`src/hdl/ddo_pkg.sv`:
```
// ----------------------------------------------------------------------------
// ddo_pkg
// Shared types, constants and tables for the differential-drive odometry block.
// ----------------------------------------------------------------------------
package ddo_pkg;

    localparam int DEF_CORDIC_STEPS = 16;
    localparam int ATAN_ENTRIES     = 24;

    // serial multiplier operand widths (both signed)
    localparam int MUL_WA = 34;
    localparam int MUL_WB = 34;
    localparam int MUL_WP = MUL_WA + MUL_WB;

    // CORDIC datapath widths
    localparam int CS_W = 34;
    localparam int Z_W  = 35;

    localparam int WRAP_W     = 30;
    localparam int WRAP_STEPS = 13;

    localparam logic signed [WRAP_W-1:0] TWO_PI_Q13 = 30'sd51472;
    localparam logic signed [WRAP_W-1:0] PI_Q13     = 30'sd25736;

    localparam logic signed [CS_W-1:0] CORDIC_GAIN_Q30 = 34'sd652032874;
    localparam logic signed [Z_W-1:0]  HALF_PI_Q30     = 35'sd1686629713;
    localparam logic signed [Z_W-1:0]  PI_Q30          = 35'sd3373259426;

    localparam logic [1:0] REG_TIME_STEP     = 2'd0;
    localparam logic [1:0] REG_INVERSE_TRACK = 2'd1;
    localparam logic [1:0] REG_FILTER_WEIGHT = 2'd2;

    localparam logic [15:0] RST_TIME_STEP     = 16'd655;
    localparam logic [15:0] RST_INVERSE_TRACK = 16'd1249;
    localparam logic [15:0] RST_FILTER_WEIGHT = 16'd6554;

    typedef struct packed {
        logic signed [15:0] left_wheel_speed;
        logic signed [15:0] right_wheel_speed;
    } t_odo_in;

    typedef struct packed {
        logic signed [31:0] pos_x;
        logic signed [31:0] pos_y;
        logic signed [15:0] heading;
        logic signed [15:0] fwd_speed;
        logic signed [15:0] turn_rate;
    } t_odo_out;

    typedef enum logic [3:0] {
        S_IDLE,
        S_FILT,
        S_FILTW,
        S_RATE,
        S_RATEW,
        S_HEAD,
        S_HEADW,
        S_WRAP,
        S_CORD,
        S_CORDW,
        S_POS,
        S_POSW,
        S_OUT
    } t_state;

    // arctan(2^-i) in Q2.30
    function automatic logic [31:0] atan_q30(input logic [4:0] idx);
        logic [31:0] v;
        case (idx)
            5'd0:    v = 32'd843314857;
            5'd1:    v = 32'd497837829;
            5'd2:    v = 32'd263043837;
            5'd3:    v = 32'd133525159;
            5'd4:    v = 32'd67021687;
            5'd5:    v = 32'd33543516;
            5'd6:    v = 32'd16775851;
            5'd7:    v = 32'd8388437;
            5'd8:    v = 32'd4194283;
            5'd9:    v = 32'd2097149;
            5'd10:   v = 32'd1048576;
            5'd11:   v = 32'd524288;
            5'd12:   v = 32'd262144;
            5'd13:   v = 32'd131072;
            5'd14:   v = 32'd65536;
            5'd15:   v = 32'd32768;
            5'd16:   v = 32'd16384;
            5'd17:   v = 32'd8192;
            5'd18:   v = 32'd4096;
            5'd19:   v = 32'd2048;
            5'd20:   v = 32'd1024;
            5'd21:   v = 32'd512;
            5'd22:   v = 32'd256;
            5'd23:   v = 32'd128;
            default: v = 32'd0;
        endcase
        return v;
    endfunction

endpackage

```
`src/hdl/ddo_mul.sv`:
```
// ----------------------------------------------------------------------------
// ddo_mul
// Bit-serial signed shift-add multiplier, one multiplier bit per cycle.
// ----------------------------------------------------------------------------
module ddo_mul #(
    parameter int WA = ddo_pkg::MUL_WA,
    parameter int WB = ddo_pkg::MUL_WB
) (
    input  logic                    i_clk,
    input  logic                    i_rst_n,
    input  logic                    i_start,
    input  logic signed [WA-1:0]    i_a,
    input  logic signed [WB-1:0]    i_b,
    output logic                    o_done,
    output logic signed [WA+WB-1:0] o_p
);
    import ddo_pkg::*;

    localparam int CW = $clog2(WB);

    logic                    r_busy;
    logic                    r_done;
    logic [CW-1:0]           r_cnt;
    logic signed [WA-1:0]    r_a;
    logic [WA+WB-1:0]        r_p;
    logic [WA+WB-1:0]        n_p;
    logic                    last;
    logic signed [WA:0]      hi;
    logic signed [WA:0]      addend;
    logic signed [WA:0]      sum;

    assign last = (r_cnt == CW'(WB - 1));

    always_comb begin
        hi = $signed({r_p[WA+WB-1], r_p[WA+WB-1 -: WA]});
        if (r_p[0]) begin
            // multiplier sign bit carries negative weight
            addend = last ? -$signed({r_a[WA-1], r_a}) : $signed({r_a[WA-1], r_a});
        end else begin
            addend = '0;
        end
        sum = hi + addend;
        n_p = {sum, r_p[WB-1:1]};
    end

    always_ff @(posedge i_clk) begin
        if (!i_rst_n) begin
            r_busy <= 1'b0;
            r_done <= 1'b0;
            r_cnt  <= '0;
        end else begin
            r_done <= 1'b0;
            if (i_start) begin
                r_busy <= 1'b1;
                r_cnt  <= '0;
            end else if (r_busy) begin
                r_cnt <= r_cnt + 1'b1;
                if (last) begin
                    r_busy <= 1'b0;
                    r_done <= 1'b1;
                end
            end
        end
    end

    always_ff @(posedge i_clk) begin
        if (i_start) begin
            r_a <= i_a;
            r_p <= {{WA{1'b0}}, i_b};
        end else if (r_busy) begin
            r_p <= n_p;
        end
    end

    assign o_done = r_done;
    assign o_p    = $signed(r_p);

endmodule

```
`src/hdl/ddo_cordic.sv`:
```
// ----------------------------------------------------------------------------
// ddo_cordic
// Iterative rotation-mode CORDIC, one micro-rotation per cycle.
// ----------------------------------------------------------------------------
module ddo_cordic #(
    parameter int STEPS = ddo_pkg::DEF_CORDIC_STEPS
) (
    input  logic                           i_clk,
    input  logic                           i_rst_n,
    input  logic                           i_start,
    input  logic signed [15:0]             i_head,
    output logic                           o_done,
    output logic signed [ddo_pkg::CS_W-1:0] o_cos,
    output logic signed [ddo_pkg::CS_W-1:0] o_sin
);
    import ddo_pkg::*;

    localparam int STEPS_EFF = (STEPS > ATAN_ENTRIES) ? ATAN_ENTRIES : STEPS;

    logic                   r_busy;
    logic                   r_done;
    logic [4:0]             r_i;
    logic                   r_flip;
    logic signed [CS_W-1:0] r_x;
    logic signed [CS_W-1:0] r_y;
    logic signed [Z_W-1:0]  r_z;
    logic signed [CS_W-1:0] r_c;
    logic signed [CS_W-1:0] r_s;

    logic signed [Z_W-1:0]  z0;
    logic signed [Z_W-1:0]  z_in;
    logic                   flip_in;
    logic signed [CS_W-1:0] xs;
    logic signed [CS_W-1:0] ys;
    logic signed [CS_W-1:0] n_x;
    logic signed [CS_W-1:0] n_y;
    logic signed [Z_W-1:0]  n_z;
    logic signed [Z_W-1:0]  at;
    logic                   last;

    always_comb begin
        z0 = $signed({{(Z_W-16){i_head[15]}}, i_head}) <<< 17;
        // fold into the right half plane
        if (z0 > HALF_PI_Q30) begin
            z_in    = z0 - PI_Q30;
            flip_in = 1'b1;
        end else if (z0 < -HALF_PI_Q30) begin
            z_in    = z0 + PI_Q30;
            flip_in = 1'b1;
        end else begin
            z_in    = z0;
            flip_in = 1'b0;
        end
    end

    always_comb begin
        xs = r_x >>> r_i;
        ys = r_y >>> r_i;
        at = $signed({{(Z_W-32){1'b0}}, atan_q30(r_i)});
        if (!r_z[Z_W-1]) begin
            n_x = r_x - ys;
            n_y = r_y + xs;
            n_z = r_z - at;
        end else begin
            n_x = r_x + ys;
            n_y = r_y - xs;
            n_z = r_z + at;
        end
        last = (r_i == 5'(STEPS_EFF - 1));
    end

    always_ff @(posedge i_clk) begin
        if (!i_rst_n) begin
            r_busy <= 1'b0;
            r_done <= 1'b0;
            r_i    <= '0;
        end else begin
            r_done <= 1'b0;
            if (i_start) begin
                r_busy <= 1'b1;
                r_i    <= '0;
            end else if (r_busy) begin
                r_i <= r_i + 1'b1;
                if (last) begin
                    r_busy <= 1'b0;
                    r_done <= 1'b1;
                end
            end
        end
    end

    always_ff @(posedge i_clk) begin
        if (i_start) begin
            r_x    <= CORDIC_GAIN_Q30;
            r_y    <= '0;
            r_z    <= z_in;
            r_flip <= flip_in;
        end else if (r_busy) begin
            r_x <= n_x;
            r_y <= n_y;
            r_z <= n_z;
            if (last) begin
                r_c <= r_flip ? -n_x : n_x;
                r_s <= r_flip ? -n_y : n_y;
            end
        end
    end

    assign o_done = r_done;
    assign o_cos  = r_c;
    assign o_sin  = r_s;

endmodule

```
`src/hdl/diff_drive_odometry.sv`:
```
// ----------------------------------------------------------------------------
// diff_drive_odometry
// Dead-reckoning odometry for a two-wheeled base: filtered speeds, turn rate,
// wrapped heading and saturating position.
// ----------------------------------------------------------------------------
// One tick is processed at a time. Its work is set by the two bit-serial
// multipliers, each taking one multiplier bit per cycle over four product
// rounds, plus a heading wrap of WRAP_STEPS conditional subtracts and the
// micro-rotations of the CORDIC. A finished result sits in the output
// register while the next tick is taken; the registers are to be written
// over the APB port only while the block is idle, which the block itself
// does not enforce.
module diff_drive_odometry #(
    parameter int CORDIC_STEPS = ddo_pkg::DEF_CORDIC_STEPS
) (
    input  logic              i_clk,
    input  logic              i_rst_n,
    input  logic              i_in_valid,
    output logic              o_in_ready,
    input  ddo_pkg::t_odo_in  i_in_data,
    output logic              o_out_valid,
    input  logic              i_out_ready,
    output ddo_pkg::t_odo_out o_out_data,
    input  logic              psel,
    input  logic              penable,
    input  logic              pwrite,
    input  logic [3:0]        paddr,
    input  logic [31:0]       pwdata,
    output logic [31:0]       prdata,
    output logic              pready
);
    import ddo_pkg::*;

    t_state r_state;
    t_state n_state;

    logic [15:0]               r_ts;
    logic [15:0]               r_inv;
    logic [15:0]               r_w;

    logic signed [15:0]        r_inl;
    logic signed [15:0]        r_inr;
    logic signed [15:0]        r_lf;
    logic signed [15:0]        r_rf;
    logic signed [15:0]        r_lin;
    logic signed [15:0]        r_ang;
    logic signed [15:0]        r_head;
    logic signed [31:0]        r_x;
    logic signed [31:0]        r_y;
    logic signed [32:0]        r_rate;
    logic signed [31:0]        r_dist;
    logic signed [WRAP_W-1:0]  r_wrap;
    logic [3:0]                r_wcnt;

    logic                      r_ovalid;
    t_odo_out                  r_out;

    logic                      mul_start;
    logic                      cor_start;
    logic signed [MUL_WA-1:0]  a0;
    logic signed [MUL_WA-1:0]  a1;
    logic signed [MUL_WB-1:0]  b0;
    logic signed [MUL_WB-1:0]  b1;
    logic                      done0;
    logic                      done1;
    logic signed [MUL_WP-1:0]  p0;
    logic signed [MUL_WP-1:0]  p1;
    logic                      cor_done;
    logic signed [CS_W-1:0]    cos_v;
    logic signed [CS_W-1:0]    sin_v;

    logic signed [16:0]        lin_sum;
    logic signed [15:0]        lin_c;
    logic                      cfg_wr;
    logic                      out_take;

    // ---------------------------------------------------------------------
    // rounding and saturation helpers
    function automatic logic signed [15:0] f_filt(input logic signed [MUL_WP-1:0] p,
                                                 input logic signed [15:0] old);
        logic signed [34:0] acc;
        logic signed [18:0] sh;
        logic signed [15:0] res;
        acc = $signed({{3{old[15]}}, old, 16'd0}) + p[34:0] + 35'sd32768;
        sh  = acc[34:16];
        if (sh > 19'sd32767) begin
            res = 16'sh7FFF;
        end else if (sh < -19'sd32768) begin
            res = 16'sh8000;
        end else begin
            res = sh[15:0];
        end
        return res;
    endfunction

    function automatic logic signed [15:0] f_ang(input logic signed [MUL_WP-1:0] p);
        logic signed [34:0] acc;
        logic signed [23:0] sh;
        logic signed [15:0] res;
        acc = p[34:0] + 35'sd1024;
        sh  = acc[34:11];
        if (sh > 24'sd32767) begin
            res = 16'sh7FFF;
        end else if (sh < -24'sd32768) begin
            res = 16'sh8000;
        end else begin
            res = sh[15:0];
        end
        return res;
    endfunction

    function automatic logic signed [31:0] f_pos(input logic signed [MUL_WP-1:0] p,
                                                input logic signed [31:0] acc);
        logic signed [MUL_WP-1:0] rnd;
        logic signed [32:0]       sum;
        logic signed [31:0]       res;
        rnd = p + (68'sd1 <<< 41);
        sum = $signed({acc[31], acc}) + $signed({{7{rnd[67]}}, rnd[67:42]});
        if (sum > 33'sh0_7FFF_FFFF) begin
            res = 32'sh7FFF_FFFF;
        end else if (sum < -33'sh0_8000_0000) begin
            res = 32'sh8000_0000;
        end else begin
            res = sum[31:0];
        end
        return res;
    endfunction

    function automatic logic signed [WRAP_W-1:0] f_head_sum(
        input logic signed [MUL_WP-1:0] p, input logic signed [15:0] head);
        logic signed [MUL_WP-1:0] rnd;
        logic signed [WRAP_W-1:0] t;
        rnd = p + (68'sd1 <<< 22);
        t   = $signed({{(WRAP_W-16){head[15]}}, head}) + rnd[52:23] + PI_Q13;
        // lift negatives by a multiple of 2*pi before the reduction
        if (t < 0) begin
            t = t + (TWO_PI_Q13 <<< 12);
        end
        return t;
    endfunction

    // ---------------------------------------------------------------------
    // register port
    assign pready = 1'b1;
    assign cfg_wr = psel && penable && pwrite;

    always_comb begin
        case (paddr[3:2])
            REG_TIME_STEP:     prdata = {16'd0, r_ts};
            REG_INVERSE_TRACK: prdata = {16'd0, r_inv};
            REG_FILTER_WEIGHT: prdata = {16'd0, r_w};
            default:           prdata = 32'd0;
        endcase
    end

    always_ff @(posedge i_clk) begin
        if (!i_rst_n) begin
            r_ts  <= RST_TIME_STEP;
            r_inv <= RST_INVERSE_TRACK;
            r_w   <= RST_FILTER_WEIGHT;
        end else if (cfg_wr) begin
            case (paddr[3:2])
                REG_TIME_STEP:     r_ts  <= pwdata[15:0];
                REG_INVERSE_TRACK: r_inv <= pwdata[15:0];
                REG_FILTER_WEIGHT: r_w   <= pwdata[15:0];
                default:           ;
            endcase
        end
    end

    // ---------------------------------------------------------------------
    // arithmetic units
    assign lin_sum = $signed({r_lf[15], r_lf}) + $signed({r_rf[15], r_rf}) + 17'sd1;
    assign lin_c   = lin_sum[16:1];

    always_comb begin
        a0 = '0;
        a1 = '0;
        b0 = '0;
        b1 = '0;
        case (r_state)
            S_FILT: begin
                a0 = MUL_WA'($signed({r_inl[15], r_inl}) - $signed({r_lf[15], r_lf}));
                a1 = MUL_WA'($signed({r_inr[15], r_inr}) - $signed({r_rf[15], r_rf}));
                b0 = $signed({{(MUL_WB-16){1'b0}}, r_w});
                b1 = $signed({{(MUL_WB-16){1'b0}}, r_w});
            end
            S_RATE: begin
                a0 = MUL_WA'($signed({r_rf[15], r_rf}) - $signed({r_lf[15], r_lf}));
                a1 = MUL_WA'(lin_c);
                b0 = $signed({{(MUL_WB-16){1'b0}}, r_inv});
                b1 = $signed({{(MUL_WB-16){1'b0}}, r_ts});
            end
            S_HEAD: begin
                a0 = MUL_WA'(r_rate);
                b0 = $signed({{(MUL_WB-16){1'b0}}, r_ts});
            end
            S_POS: begin
                a0 = MUL_WA'(r_dist);
                a1 = MUL_WA'(r_dist);
                b0 = cos_v;
                b1 = sin_v;
            end
            default: ;
        endcase
    end

    ddo_mul #(.WA(MUL_WA), .WB(MUL_WB)) u_mul0 (
        .i_clk   (i_clk),
        .i_rst_n (i_rst_n),
        .i_start (mul_start),
        .i_a     (a0),
        .i_b     (b0),
        .o_done  (done0),
        .o_p     (p0)
    );

    ddo_mul #(.WA(MUL_WA), .WB(MUL_WB)) u_mul1 (
        .i_clk   (i_clk),
        .i_rst_n (i_rst_n),
        .i_start (mul_start),
        .i_a     (a1),
        .i_b     (b1),
        .o_done  (done1),
        .o_p     (p1)
    );

    ddo_cordic #(.STEPS(CORDIC_STEPS)) u_cordic (
        .i_clk   (i_clk),
        .i_rst_n (i_rst_n),
        .i_start (cor_start),
        .i_head  (r_head),
        .o_done  (cor_done),
        .o_cos   (cos_v),
        .o_sin   (sin_v)
    );

    // ---------------------------------------------------------------------
    // sequencer
    assign out_take = r_ovalid && i_out_ready;

    always_comb begin
        n_state   = r_state;
        mul_start = 1'b0;
        cor_start = 1'b0;
        case (r_state)
            S_IDLE:  if (i_in_valid) n_state = S_FILT;
            S_FILT: begin
                mul_start = 1'b1;
                n_state   = S_FILTW;
            end
            S_FILTW: if (done0 && done1) n_state = S_RATE;
            S_RATE: begin
                mul_start = 1'b1;
                n_state   = S_RATEW;
            end
            S_RATEW: if (done0 && done1) n_state = S_HEAD;
            S_HEAD: begin
                mul_start = 1'b1;
                n_state   = S_HEADW;
            end
            S_HEADW: if (done0) n_state = S_WRAP;
            S_WRAP:  if (r_wcnt == 4'd0) n_state = S_CORD;
            S_CORD: begin
                cor_start = 1'b1;
                n_state   = S_CORDW;
            end
            S_CORDW: if (cor_done) n_state = S_POS;
            S_POS: begin
                mul_start = 1'b1;
                n_state   = S_POSW;
            end
            S_POSW:  if (done0 && done1) n_state = S_OUT;
            S_OUT:   if (!r_ovalid || i_out_ready) n_state = S_IDLE;
            default: n_state = S_IDLE;
        endcase
    end

    always_ff @(posedge i_clk) begin
        if (!i_rst_n) begin
            r_state <= S_IDLE;
        end else begin
            r_state <= n_state;
        end
    end

    // state and working registers
    always_ff @(posedge i_clk) begin
        if (!i_rst_n) begin
            r_lf   <= '0;
            r_rf   <= '0;
            r_head <= '0;
            r_x    <= '0;
            r_y    <= '0;
        end else begin
            case (r_state)
                S_FILTW: begin
                    if (done0 && done1) begin
                        r_lf <= f_filt(p0, r_lf);
                        r_rf <= f_filt(p1, r_rf);
                    end
                end
                S_WRAP: begin
                    if (r_wcnt == 4'd0) begin
                        r_head <= 16'(((r_wrap >= TWO_PI_Q13) ? r_wrap - TWO_PI_Q13 : r_wrap)
                                      - PI_Q13);
                    end
                end
                S_POSW: begin
                    if (done0 && done1) begin
                        r_x <= f_pos(p0, r_x);
                        r_y <= f_pos(p1, r_y);
                    end
                end
                default: ;
            endcase
        end
    end

    always_ff @(posedge i_clk) begin
        case (r_state)
            S_IDLE: begin
                if (i_in_valid) begin
                    r_inl <= i_in_data.left_wheel_speed;
                    r_inr <= i_in_data.right_wheel_speed;
                end
            end
            S_RATE: r_lin <= lin_c;
            S_RATEW: begin
                if (done0 && done1) begin
                    r_rate <= p0[32:0];
                    r_dist <= p1[31:0];
                    r_ang  <= f_ang(p0);
                end
            end
            S_HEADW: begin
                if (done0) begin
                    r_wrap <= f_head_sum(p0, r_head);
                    r_wcnt <= 4'(WRAP_STEPS - 1);
                end
            end
            S_WRAP: begin
                // one conditional subtract of 2*pi*2^k per cycle
                if (r_wrap >= (TWO_PI_Q13 <<< r_wcnt)) begin
                    r_wrap <= r_wrap - (TWO_PI_Q13 <<< r_wcnt);
                end
                r_wcnt <= r_wcnt - 1'b1;
            end
            default: ;
        endcase
    end

    // output register
    always_ff @(posedge i_clk) begin
        if (!i_rst_n) begin
            r_ovalid <= 1'b0;
        end else if (r_state == S_OUT && (!r_ovalid || i_out_ready)) begin
            r_ovalid <= 1'b1;
        end else if (out_take) begin
            r_ovalid <= 1'b0;
        end
    end

    always_ff @(posedge i_clk) begin
        if (r_state == S_OUT && (!r_ovalid || i_out_ready)) begin
            r_out.pos_x     <= r_x;
            r_out.pos_y     <= r_y;
            r_out.heading   <= r_head;
            r_out.fwd_speed <= r_lin;
            r_out.turn_rate <= r_ang;
        end
    end

    assign o_in_ready  = (r_state == S_IDLE);
    assign o_out_valid = r_ovalid;
    assign o_out_data  = r_out;

endmodule

```
`config.mk`:
```
export PLATFORM = sky130hd
export DESIGN_NAME = diff_drive_odometry
export DESIGN_NICKNAME = d
export VERILOG_FILES = /design/src/hdl/ddo_pkg.sv /design/src/hdl/ddo_mul.sv /design/src/hdl/ddo_cordic.sv /design/src/hdl/diff_drive_odometry.sv
export SDC_FILE = /design/constraint.sdc
export NUM_CORES = 2
export LEC_CHECK = 0
export BUFFER_PORTS_ARGS = -buffer_cell sky130_fd_sc_hd__buf_2
export CORE_ASPECT_RATIO = 0.5
export CORE_UTILIZATION = 40
export CTS_CLUSTER_SIZE = 24
export DETAILED_ROUTE_END_ITERATION = 12
export PLACE_DENSITY_LB_ADDON = 0.05
export SLEW_MARGIN = 20
export SYNTH_ARGS = -nofsm -noshare
export SYNTH_HDL_FRONTEND = slang
export SYNTH_SLANG_ARGS = --single-unit
```
`constraint.sdc`:
```
create_clock -name i_clk -period 18.8 [get_ports i_clk]
set_input_delay 4.7 -clock i_clk [delete_from_list [all_inputs] [get_ports i_clk]]
set_output_delay 4.7 -clock i_clk [all_outputs]
set_load 0.01 [all_outputs]
```
==> impl_metrics.json <==
{
  "dp.cells": 9007,
  "crit_end": "prdata[11]",
  "hold_class": "reg -> reg",
  "max_clock_freq_ghz": 0.0912,
  "drive_above_1_share_pct": 9.06,
  "fin_util_pct": 44.4,
  "final_max_slew_viol_count": 0,
  "end_kind": "primary output",
  "crit_type": "in -> out",
  "reg2reg_to": "u_cordic.o_cos[33]",
  "dieArea_um2": 160000,
  "cts_hold_buf": 0,
  "status": "finished, final reports clean",
  "cts_root_buffer": "clkbuf_16",
  "fin_cells": 9180,
  "syn_inst": 6992,
  "synth-edff-count": 512,
  "grt.overflow.total": 0,
  "synth_warnings": 0,
  "viasPerCell": 5.82,
  "insertion_delay_ns": 0.70,
  "final_common_cell": "nand2_1",
  "ir_drop_uv": 95.9,
  "antenna_found_initial": 14,
  "hold_path_depth": 0,
  "clock_sinks": 866,
  "cap_violations": 0,
  "tns_ns": 0,
  "rsz0062_at_grt": "no",
  "ios": 222,
  "grt_pass1_vias": 50200,
  "yosysTopAreaCellShare_pct": 24.3,
  "firstDrtPassIters": 5,
  "max_slew_margin_pct": 25.8,
  "grt_pass1_wl_mm": 304,
  "vias": 53500,
  "die_x_um": 564,
  "synthDistinctLibCells": 100,
  "dp_hpwl_mm": 152,
  "crit_start": "paddr[3]",
  "syn_avg_cell_area_um2": 9.04,
  "cts_tree": "built",
  "preCtsSetupSlack_ns": 7.84,
  "setup.worst_path.start_class": "input port",
  "drt.antenna.violating_nets": 0,
  "synth_area_leader_cell": "edfxtp_1",
  "seq_area_frac_synth_pct": 35.5,
  "drc_errors": 0,
  "track_usage_pct": 24.4,
  "cts_made_buffers": 88,
  "postCtsSetupRepairBufs": 0,
  "cp.arrival_ns": 6.27,
  "rrSetupSlack_ns": 9.61,
  "synthTopCellsByArea": "edfxtp_1, dfxtp_1, ha_1",
  "skew_ns": 0.0378,
  "period_share_pct": 58.3,
  "layout_common_cells": "nand2_1, nor2_1, a21oi_1",
  "area_delta_synth_final_pct": 9.53,
  "finalSetupViolCount": 0,
  "wl_per_cell_um": 22.0,
  "drtIter0Drc": 4604,
  "clockBufferDepth": 3,
  "die_h_um": 283,
  "finalCriticalPeriod_ns": 10.97,
  "hold_viol": 0,
  "rr_worst_depth": 28,
  "fin_ws_ns": 7.83,
  "async_flop_share_pct": 0,
  "pwr_density_cell_nw_per_um2": 143,
  "grt_max_degree": 94,
  "rr_startpoint": "u_cordic.r_i[1]",
  "post_cts_resized": 0,
  "synthesis.area_um2": 63200,
  "fin_nets": 7560,
  "rows": 102,
  "yosys_most_used_dff": "edfxtp_1",
  "leakage_uw": 0.0272,
  "clkTransAtPathRegs_ns": 0.06,
  "initial_utilization_pct": 40.6,
  "synth-seq-cells": 866,
  "required_ns": 14.10,
  "drt_wl_total_mm": 202,
  "critPathMaxFanout": 21,
  "h-tree-depth": 3,
  "fillers": 15000,
  "tightest_slew_ns": 1.11,
  "place.port_buffers": 186,
  "core-area_um2": 156000,
  "place.gp.congestion": 0.939
}
==> power breakdown <==
part,internal (uW),total [uW],switching [uW],leakage [uW]
combinational,1940,4980,3040,0.0182
sequential,2500,3010,508,0.00752
clock,1050,1890,840,0.00145
total,5490,9880,4390,0.0272
==> cells in the mapped netlist, types with 77 or more instances <==
master / n
nand2b_1: 77
xor2_1: 250
nor3_1: 124
dfxtp_1: 354
nor2_1: 601
a21o_1: 156
a31oi_1: 89
edfxtp_1: 512
ha_1: 451
o21ai_0: 491
mux2i_1: 151
xnor2_1: 429
nand3_1: 167
a21oi_1: 596
inv_1: 254
nand2_1: 632
clkbuf_1: 258
and2_1: 94
mux4_2: 87
==> worst min-delay path by stage <==
stage	from	slack [ns]	end
6_report	r_ang[2]	0.40	o_out_data[2]
5_1_grt	r_ang[14]	0.42	o_out_data[14]
4_1_cts	r_ang[2]	0.41	o_out_data[2]
3_5_place_dp	r_ang[11]	0.40	o_out_data[11]
3_3_place_gp	r_ang[0]	0.41	o_out_data[0]
2_1_floorplan	r_ang[0]	0.40	o_out_data[0]
==> cell type report <==
type	instances	area (um2)	share of cell area, %
flip-flops and latches	866	22500	32.5
multi-input cells	5534	38500	55.7
well taps	2080	2600	3.76
repair buffers	268	1590	2.30
inverters	262	991	1.43
clock buffers	115	2470	3.56
clock inverters	51	542	0.783
diodes	4	10.0	0.0145
==> registers in the layout (all words and copies together) (netlist names), 30 cells and up <==
| name | count |
|---|---|
| u_mul1.r_a | 32 |
| u_cordic.r_x | 34 |
| u_mul0.r_a | 33 |
| r_wrap | 30 |
| o_out_data | 112 |
| r_dist | 32 |
| u_cordic.r_y | 34 |
| u_mul1.o_p | 68 |
| u_mul0.o_p | 68 |
| r_x | 32 |
| u_cordic.o_cos | 34 |
| r_rate | 33 |
| u_cordic.r_z | 35 |
| u_cordic.o_sin | 34 |
| u_cordic.at | 30 |
| r_y | 32 |
==> routing by layer <==
| layer | track usage (%) | part of all wire [%] | up-vias |
|---|---|---|---|
| met4 | 6.45 | 2.5 | 4 |
| met3 | 3.09 | 5.3 | 257 |
| met1 | 36.2 | 49 | 25900 |
| met2 | 37.0 | 43 | 1566 |
| li1 | - | - | 25800 |
| met5 | 0 | 0.016 | - |
==> metrics by stage <==
| step | cell area, um2 | hold WS, ns | total power [uW] |
|---|---|---|---|
| 4_1_cts | 69100 | 0.411 | 9850 |
| 5_1_grt | 69200 | 0.422 | 10500 |
| 3_5_place_dp | 66100 | 0.405 | 7930 |
| 6_report | 69200 | 0.404 | 9880 |
| 2_1_floorplan | 63300 | 0.400 | 6340 |
| 3_3_place_gp | 66100 | 0.407 | 7840 |
==> critical path, cell delays in order <==
cell	delay (ns)
buf_2	0.38
nor2b_1	0.33
buf_4	0.31
nand2_1	0.07
o21ai_0	0.22
buf_2	0.23
==> cell families (layout without fill, tap and decap cells) <==
group | Yosys count | in the layout | share of synthesized area [%]
muxes | 268 | 268 | 6.03
adders and majority gates | 471 | 471 | 9.47
DFF | 866 | 866 | 35.5
AOI/OAI and AO/OA | 2020 | 2020 | 20.3
xor gates and xnor gates | 679 | 679 | 9.41
and+or+nand+nor | 2079 | 2079 | 15.4
buffers and inverters | 607 | 696 | 3.82
other | 2 | 21 | 0.0119
(Power assumes the default switching activity.)
